--- src/rtl/core/fbcf_pkg.sv ---
// Package: payload types, register indexes and constants for the fading blend / colour floor block.
`default_nettype none
package fbcf_pkg;

   localparam int unsigned ChanWidth = 8;
   localparam int unsigned CsrIndexWidth = 3;

   localparam logic [ChanWidth-1:0] RampStep = 8'd5;
   localparam logic [ChanWidth-1:0] FloorThreshold = 8'd20;
   localparam logic [ChanWidth-1:0] FullScale = 8'd255;

   localparam logic [CsrIndexWidth-1:0] CSR_EFFECT_MODE = 3'd0;
   localparam logic [CsrIndexWidth-1:0] CSR_COLOR_SELECT = 3'd1;
   localparam logic [CsrIndexWidth-1:0] CSR_RAMP_ENABLE = 3'd2;
   localparam logic [CsrIndexWidth-1:0] CSR_MAX_INTENSITY = 3'd3;
   localparam logic [CsrIndexWidth-1:0] CSR_START_INTENSITY = 3'd4;

   localparam logic CMD_TICK = 1'b0;
   localparam logic CMD_PIXEL = 1'b1;

   localparam logic MODE_BLEND = 1'b0;
   localparam logic MODE_FLOOR = 1'b1;

   localparam logic [1:0] SEL_RED = 2'd0;
   localparam logic [1:0] SEL_GREEN = 2'd1;
   localparam logic [1:0] SEL_BLUE = 2'd2;
   localparam logic [1:0] SEL_ALL = 2'd3;

   typedef struct packed {
      logic                 cmd;
      logic [ChanWidth-1:0] cam_blue;
      logic [ChanWidth-1:0] cam_green;
      logic [ChanWidth-1:0] cam_red;
      logic [ChanWidth-1:0] ovl_blue;
      logic [ChanWidth-1:0] ovl_green;
      logic [ChanWidth-1:0] ovl_red;
      logic                 overlay_valid;
   } req_type;

   typedef struct packed {
      logic [ChanWidth-1:0] out_blue;
      logic [ChanWidth-1:0] out_green;
      logic [ChanWidth-1:0] out_red;
   } rsp_type;

   typedef struct packed {
      logic blend;
      logic floor_en;
   } chan_ctl_type;

   // Truncating divide by 255 of a product of two bytes.
   function automatic logic [ChanWidth-1:0] div_full_scale(input logic [2*ChanWidth-1:0] x);
      logic [2*ChanWidth:0] t;
      t = {1'b0, x} + {{(ChanWidth+1){1'b0}}, x[2*ChanWidth-1:ChanWidth]}
          + {{(2*ChanWidth){1'b0}}, 1'b1};
      return t[2*ChanWidth-1:ChanWidth];
   endfunction

endpackage
`default_nettype wire

--- src/rtl/core/fbcf_chan.sv ---
// Per-channel datapath: crossfade of camera and overlay, or colour floor by intensity.
`default_nettype none
module fbcf_chan (
   input  wire logic [fbcf_pkg::ChanWidth-1:0] cam,
   input  wire logic [fbcf_pkg::ChanWidth-1:0] ovl,
   input  wire logic [fbcf_pkg::ChanWidth-1:0] intensity,
   input  wire fbcf_pkg::chan_ctl_type         ctl,
   output logic      [fbcf_pkg::ChanWidth-1:0] result
);
   import fbcf_pkg::*;

   logic [2*ChanWidth-1:0] cam_prod;
   logic [2*ChanWidth-1:0] ovl_prod;
   logic [ChanWidth-1:0]   blended;

   assign cam_prod = cam * (FullScale - intensity);
   assign ovl_prod = ovl * intensity;
   assign blended = div_full_scale(cam_prod) + div_full_scale(ovl_prod);

   always_comb begin
      if (ctl.blend) begin
         result = blended;
      end else if (ctl.floor_en && (cam < intensity)) begin
         result = intensity;
      end else begin
         result = cam;
      end
   end

endmodule
`default_nettype wire

--- src/rtl/core/fading_blend_color_floor_pixel.sv ---
// Top level: ramped-intensity crossfade and colour-floor effect on an RGB pixel stream.
//
// Usage:
//   req_*  carries items. cmd = tick steps the running intensity 5 toward
//          max_intensity (when ramp_enable is set) and gives no result;
//          cmd = pixel gives exactly one rsp_* transfer.
//   rsp_*  carries the resulting RGB pixel, in item order.
//   csr_*  writes a register by index; always ready. Indexes beyond the
//          list are ignored. Writing start_intensity also loads the
//          running intensity. Write only while the block is idle.
// Pipeline: a pixel passes two register stages, input register then result
//   register, before it is shown on rsp_*.
// Throughput: one item per cycle unless rsp_* stalls; a tick updates the intensity
//   at its transfer, so a pixel in the next cycle already sees the new value.
// Reset: synchronous; clears both stages, running intensity and registers
//   (color_select to all three channels).
// Stall: while rsp_ready is low the result holds; the input register still
//   takes one more pixel, then req_ready drops until the result moves.
`default_nettype none
module fading_blend_color_floor_pixel (
   input  wire logic                                  clock,
   input  wire logic                                  reset,
   input  wire logic                                  req_valid,
   output logic                                       req_ready,
   input  wire fbcf_pkg::req_type                     req_data,
   output logic                                       rsp_valid,
   input  wire logic                                  rsp_ready,
   output fbcf_pkg::rsp_type                          rsp_data,
   input  wire logic                                  csr_valid,
   output logic                                       csr_ready,
   input  wire logic [fbcf_pkg::CsrIndexWidth-1:0]    csr_index,
   input  wire logic [fbcf_pkg::ChanWidth-1:0]        csr_data
);
   import fbcf_pkg::*;

   logic                 effect_mode_ff;
   logic [1:0]           color_select_ff;
   logic                 ramp_enable_ff;
   logic [ChanWidth-1:0] max_intensity_ff;
   logic [ChanWidth-1:0] intensity_ff;
   logic [ChanWidth-1:0] intensity_in;

   logic                 stage_valid_ff;
   req_type              stage_data_ff;
   logic [ChanWidth-1:0] stage_intensity_ff;

   logic                 rsp_valid_ff;
   rsp_type              rsp_data_ff;
   rsp_type              rsp_data_in;

   logic                 req_xfer;
   logic                 csr_xfer;
   logic                 stage_advance;
   logic                 stage_load;
   logic [ChanWidth:0]   ramp_up;
   logic [ChanWidth:0]   ramp_floor;
   logic                 blend_on;
   logic                 floor_on;
   chan_ctl_type         ctl_red;
   chan_ctl_type         ctl_green;
   chan_ctl_type         ctl_blue;

   assign csr_ready = 1'b1;
   assign csr_xfer = csr_valid && csr_ready;

   assign stage_advance = !rsp_valid_ff || rsp_ready;
   assign req_ready = !stage_valid_ff || stage_advance;
   assign req_xfer = req_valid && req_ready;
   assign stage_load = req_xfer && (req_data.cmd == CMD_PIXEL);

   assign ramp_up = {1'b0, intensity_ff} + {1'b0, RampStep};
   assign ramp_floor = {1'b0, max_intensity_ff} + {1'b0, RampStep};

   always_comb begin
      intensity_in = intensity_ff;
      if (csr_xfer && (csr_index == CSR_START_INTENSITY)) begin
         intensity_in = csr_data;
      end else if (req_xfer && (req_data.cmd == CMD_TICK) && ramp_enable_ff) begin
         if (intensity_ff < max_intensity_ff) begin
            if (ramp_up > {1'b0, max_intensity_ff}) begin
               intensity_in = max_intensity_ff;
            end else begin
               intensity_in = ramp_up[ChanWidth-1:0];
            end
         end else if ({1'b0, intensity_ff} >= ramp_floor) begin
            intensity_in = intensity_ff - RampStep;
         end else begin
            intensity_in = max_intensity_ff;
         end
      end
   end

   always_ff @(posedge clock) begin
      if (reset) begin
         effect_mode_ff <= MODE_BLEND;
         color_select_ff <= SEL_ALL;
         ramp_enable_ff <= 1'b0;
         max_intensity_ff <= '0;
         intensity_ff <= '0;
      end else begin
         intensity_ff <= intensity_in;
         if (csr_xfer) begin
            case (csr_index)
               CSR_EFFECT_MODE: begin
                  effect_mode_ff <= csr_data[0];
               end
               CSR_COLOR_SELECT: begin
                  color_select_ff <= csr_data[1:0];
               end
               CSR_RAMP_ENABLE: begin
                  ramp_enable_ff <= csr_data[0];
               end
               CSR_MAX_INTENSITY: begin
                  max_intensity_ff <= csr_data;
               end
               default: begin
               end
            endcase
         end
      end
   end

   // Input register: hold while it is full and the result register is stalled.
   always_ff @(posedge clock) begin
      if (reset) begin
         stage_valid_ff <= 1'b0;
      end else if (req_ready) begin
         stage_valid_ff <= stage_load;
      end
   end

   always_ff @(posedge clock) begin
      if (stage_load) begin
         stage_data_ff <= req_data;
         stage_intensity_ff <= intensity_ff;
      end
   end

   assign blend_on = (effect_mode_ff == MODE_BLEND) && stage_data_ff.overlay_valid;
   assign floor_on = (effect_mode_ff == MODE_FLOOR) && (stage_intensity_ff > FloorThreshold);

   assign ctl_red = '{blend: blend_on,
                      floor_en: floor_on && (color_select_ff inside {SEL_RED, SEL_ALL})};
   assign ctl_green = '{blend: blend_on,
                        floor_en: floor_on && (color_select_ff inside {SEL_GREEN, SEL_ALL})};
   assign ctl_blue = '{blend: blend_on,
                       floor_en: floor_on && (color_select_ff inside {SEL_BLUE, SEL_ALL})};

   fbcf_chan u_chan_red (
      .cam       (stage_data_ff.cam_red),
      .ovl       (stage_data_ff.ovl_red),
      .intensity (stage_intensity_ff),
      .ctl       (ctl_red),
      .result    (rsp_data_in.out_red)
   );

   fbcf_chan u_chan_green (
      .cam       (stage_data_ff.cam_green),
      .ovl       (stage_data_ff.ovl_green),
      .intensity (stage_intensity_ff),
      .ctl       (ctl_green),
      .result    (rsp_data_in.out_green)
   );

   fbcf_chan u_chan_blue (
      .cam       (stage_data_ff.cam_blue),
      .ovl       (stage_data_ff.ovl_blue),
      .intensity (stage_intensity_ff),
      .ctl       (ctl_blue),
      .result    (rsp_data_in.out_blue)
   );

   // Result register: advance when empty or when the current transfer completes.
   always_ff @(posedge clock) begin
      if (reset) begin
         rsp_valid_ff <= 1'b0;
      end else if (stage_advance) begin
         rsp_valid_ff <= stage_valid_ff;
      end
   end

   always_ff @(posedge clock) begin
      if (stage_advance && stage_valid_ff) begin
         rsp_data_ff <= rsp_data_in;
      end
   end

   assign rsp_valid = rsp_valid_ff;
   assign rsp_data = rsp_data_ff;

endmodule
`default_nettype wire
--- config.mk ---
export PLATFORM = sky130hd
export DESIGN_NAME = fading_blend_color_floor_pixel
export DESIGN_NICKNAME = d
export VERILOG_FILES = /design/src/rtl/core/fbcf_pkg.sv /design/src/rtl/core/fbcf_chan.sv /design/src/rtl/core/fading_blend_color_floor_pixel.sv
export SDC_FILE = /design/constraint.sdc
export NUM_CORES = 1
export LEC_CHECK = 0
export BUFFER_PORTS_ARGS = -buffer_cell sky130_fd_sc_hd__buf_2
export CAP_MARGIN = 20
export CORE_ASPECT_RATIO = 1.5
export CORE_MARGIN = 5
export CORE_UTILIZATION = 25
export CTS_BUF_LIST = sky130_fd_sc_hd__clkbuf_4
export DETAILED_ROUTE_END_ITERATION = 12
export PLACE_DENSITY = 0.36
export RECOVER_POWER = 50
export SYNTH_ARGS = -nofsm -noshare
export SYNTH_HDL_FRONTEND = slang
export SYNTH_SLANG_ARGS = --single-unit
--- constraint.sdc ---
create_clock -name clock -period 20.3 [get_ports clock]
set_input_delay 1.015 -clock clock [delete_from_list [all_inputs] [get_ports clock]]
set_output_delay 1.015 -clock clock [all_outputs]
set_load 0.005 [all_outputs]
==> flow_summary_export.csv <==
group,metric,value,unit
timing,maxSlewHeadroom,-131,%
synth,syn_area,0.0213,sq mm
timing,tns,0,ns
clocking,cts_made_buffers,9,
synth,synth_most_common_cell,"inv_1",
pwr,p_leak,11.0,nW
clocking,cts_sinks,103,
setup_path,worst-path-buf-inv,4,
final_layout,nFillCells,9177,
final_layout,syn_to_final_growth,8.77,%
floorplan,initial_core_util,25.1,%
route,vias_per_cell,4.64,
setup_path,critPathCaptureType,"register",
global_route,antenna_found_initial,4,
clocking,cts_tree,"yes",
route,wl_per_cell,18.4,microns
timing,finClkSkew,0.0430,ns
clocking,hold_buffers,0,
timing,finalCritPeriodShare,44.8,%
placement,place_hpwl,51400,microns
global_route,grt_pass1_wl,103000,microns
timing,max_freq,110,MHz
floorplan,boundaryPins,93,
setup_path,crit_path_frequent_cell,"o21ai_0",
synth,seq_area_frac_synth,13.5,%
outcome,violations,"capacitance limit, slew limit",
floorplan,rows,131,
synth,syn_inst,2363,
floorplan,die_h,367,microns
route,drt_first_pass_iters,4,
floorplan,die-area,0.0912,sq mm
clocking,clk_latency,0.65,ns
route,vias,16473,
synth,postSynthAreaPerCell,9.01,sq um
min_path,min_path_type,"register to register",
route,drc,0,
clocking,htree_levels,3,
timing,worstMarginPinSlew,3.46,ns
clocking,cts_root_buffer,"clkbuf_4",
synth,synth_area_leaders,"fa_1 21%, ha_1 19%, edfxtp_1 11%, inv_1 6.2%, and2_1 5.1%",
synth,ys_async_sr_fraction,0,%
final_layout,finalNetCount,3016,
setup_path,cp.required,20.82,ns
route,ant_nets,0,
synth,ys.flop_type,"edfxtp_1",
global_route,overflow,0,
synth,synth_cell_types,84,
final_layout,regArea,0.00287,sq mm
job,maxCapViolations,2,
timing,rsz0062_at_grt,"no",
timing,setup_viol,0,
synth,yosysWarnings,0,
global_route,gr-usage-all-layers,14.5,%
synth,synth_commonest_cells,"352 x inv_1, 318 x ha_1, 219 x fa_1, 174 x and2_1, 157 x nor2b_1",
final_layout,drive_gt1_share,5.58,%
clocking,clk_pin_slew,0.22,ns
setup_path,cpMaxStageDelayCell,"fa_1",
setup_path,crit_family,"adder cells",
clocking,cts_resized,0,
setup_path,path_max_fanout,50,
setup_path,rrSetupSlack,11.21,ns
pwr,vdd_drop_max,94.3,uV
synth,post-synth-top-area-cell,"fa_1",
final_layout,multi_input_area,0.0168,sq mm
global_route,grt_max_degree,58,
timing,hold_violations,0,
timing,hold_slack,0.503,ns
clocking,cts_setup_buffers,0,
floorplan,core,0.0847,sq mm
placement,place_congestion,0.828,
clocking,cts_buffer_depth,2,
timing,finalMaxSlewViolations,73,
setup_path,criticalPathCategory,"register to register",
setup_path,start_kind,"register",
route,drtIter0Drc,684,
floorplan,die_x,248,microns
synth,syn_nets,2966,
synth,synth-edff-count,81,
setup_path,max_stage_delay,0.55,ns
setup_path,arrival,9.61,ns
placement,port_buffers,91,
route,postRouteWirelength,65400,microns
pwr,p_per_area,120,mW/mm^2
synth,ys_seq_elements,103,
synth,yosysTopAreaCellShare,20.6,%
outcome,status,"finished with violations",
timing,fin_crit,9.09,ns
global_route,grt_pass1_vias,17863,
registers in the layout, indices dropped and copies added (netlist names):
register / flops
rsp_valid: 1
stage_data_ff: 49
rsp_data: 24
max_intensity_ff: 8
stage_valid_ff: 1
ramp_enable_ff: 1
color_select_ff: 2
intensity_ff: 8
stage_intensity_ff: 8
effect_mode_ff: 1
cell usage in the layout (no fill, tap or decap), types with 48 or more instances in the layout:
cell / count
nor3_1: 48
nor2_1: 80
edfxtp_1: 81
fa_1: 219
nand2_1: 138
xnor2_1: 88
a21oi_1: 90
nor2b_1: 156
buf_2: 84
xor2_1: 62
o21ai_0: 80
and2_1: 174
ha_1: 318
inv_1: 351
routing by layer:
metal	vias to the layer above	track usage [%]	wire length [microns]
met5	-	0	13
met4	2	2.86	1170
met3	61	1.79	1860
met2	225	26.7	33800
met1	8186	18.0	28600
li1	7999	-	-
worst min-delay path, cell delays in order, from the launching register on:
cell	delay, ns
dfxtp_1	0.38
nand2_1	0.06
a21oi_1	0.05
stage by stage:
stage               cell area (sq um)  worst slack (ns)  total power [W]  util [%]  std cells
floorplan                       21300             12.11          0.00202         -       2363
global placement                23000             11.24          0.00266      27.1       3530
detailed placement              23000             11.19          0.00268      27.1       3531
CTS                             23200             11.10          0.00283      27.3       3547
global route                    23100             10.55          0.00310      27.3       3552
finish                          23200             11.21          0.00278      27.3       3553
final timing paths:
check / start / to / cells past startpoint
worst max-delay path: stage_intensity_ff[6]$_DFFE_PP_ / rsp_data[7]$_DFFE_PP_ / 33
worst min-delay path: max_intensity_ff[3]$_SDFFE_PP0P_ / max_intensity_ff[3]$_SDFFE_PP0P_ / 2
worst max register to register: stage_intensity_ff[6]$_DFFE_PP_ / rsp_data[7]$_DFFE_PP_ / 33
worst min register to register: max_intensity_ff[3]$_SDFFE_PP0P_ / max_intensity_ff[3]$_SDFFE_PP0P_ / 2
power by group:
group	switching (W)	internal (W)	total [W]
Combinational	0.00138	0.000972	0.00235
Clock	0.0000973	0.0000297	0.000127
Sequential	0.0000224	0.000280	0.000303
Total	0.00150	0.00128	0.00278
final cells by class:
cell class	instances	area share, %
sequential	103	12.4
clock buffer	9	0.292
antenna	5	0.0540
multi-input combinational	1842	72.7
clock inverter	7	0.373
tap	1130	6.11
inverter	352	5.71
timing repair buffer	105	2.33
kinds of logic after synthesis:
| family | after synthesis | synth area share (%) |
|---|---|---|
| simple gates | 727 | 18.7 |
| fa+ha+maj | 544 | 39.6 |
| buf+inv | 418 | 7.44 |
| compound gates | 374 | 11.9 |
| xor+xnor | 159 | 7.04 |
| flops | 103 | 13.5 |
| mux | 37 | 1.75 |
| other cells | 1 | 0.0176 |
No activity file was read; power rests on OpenSTA's default activity.
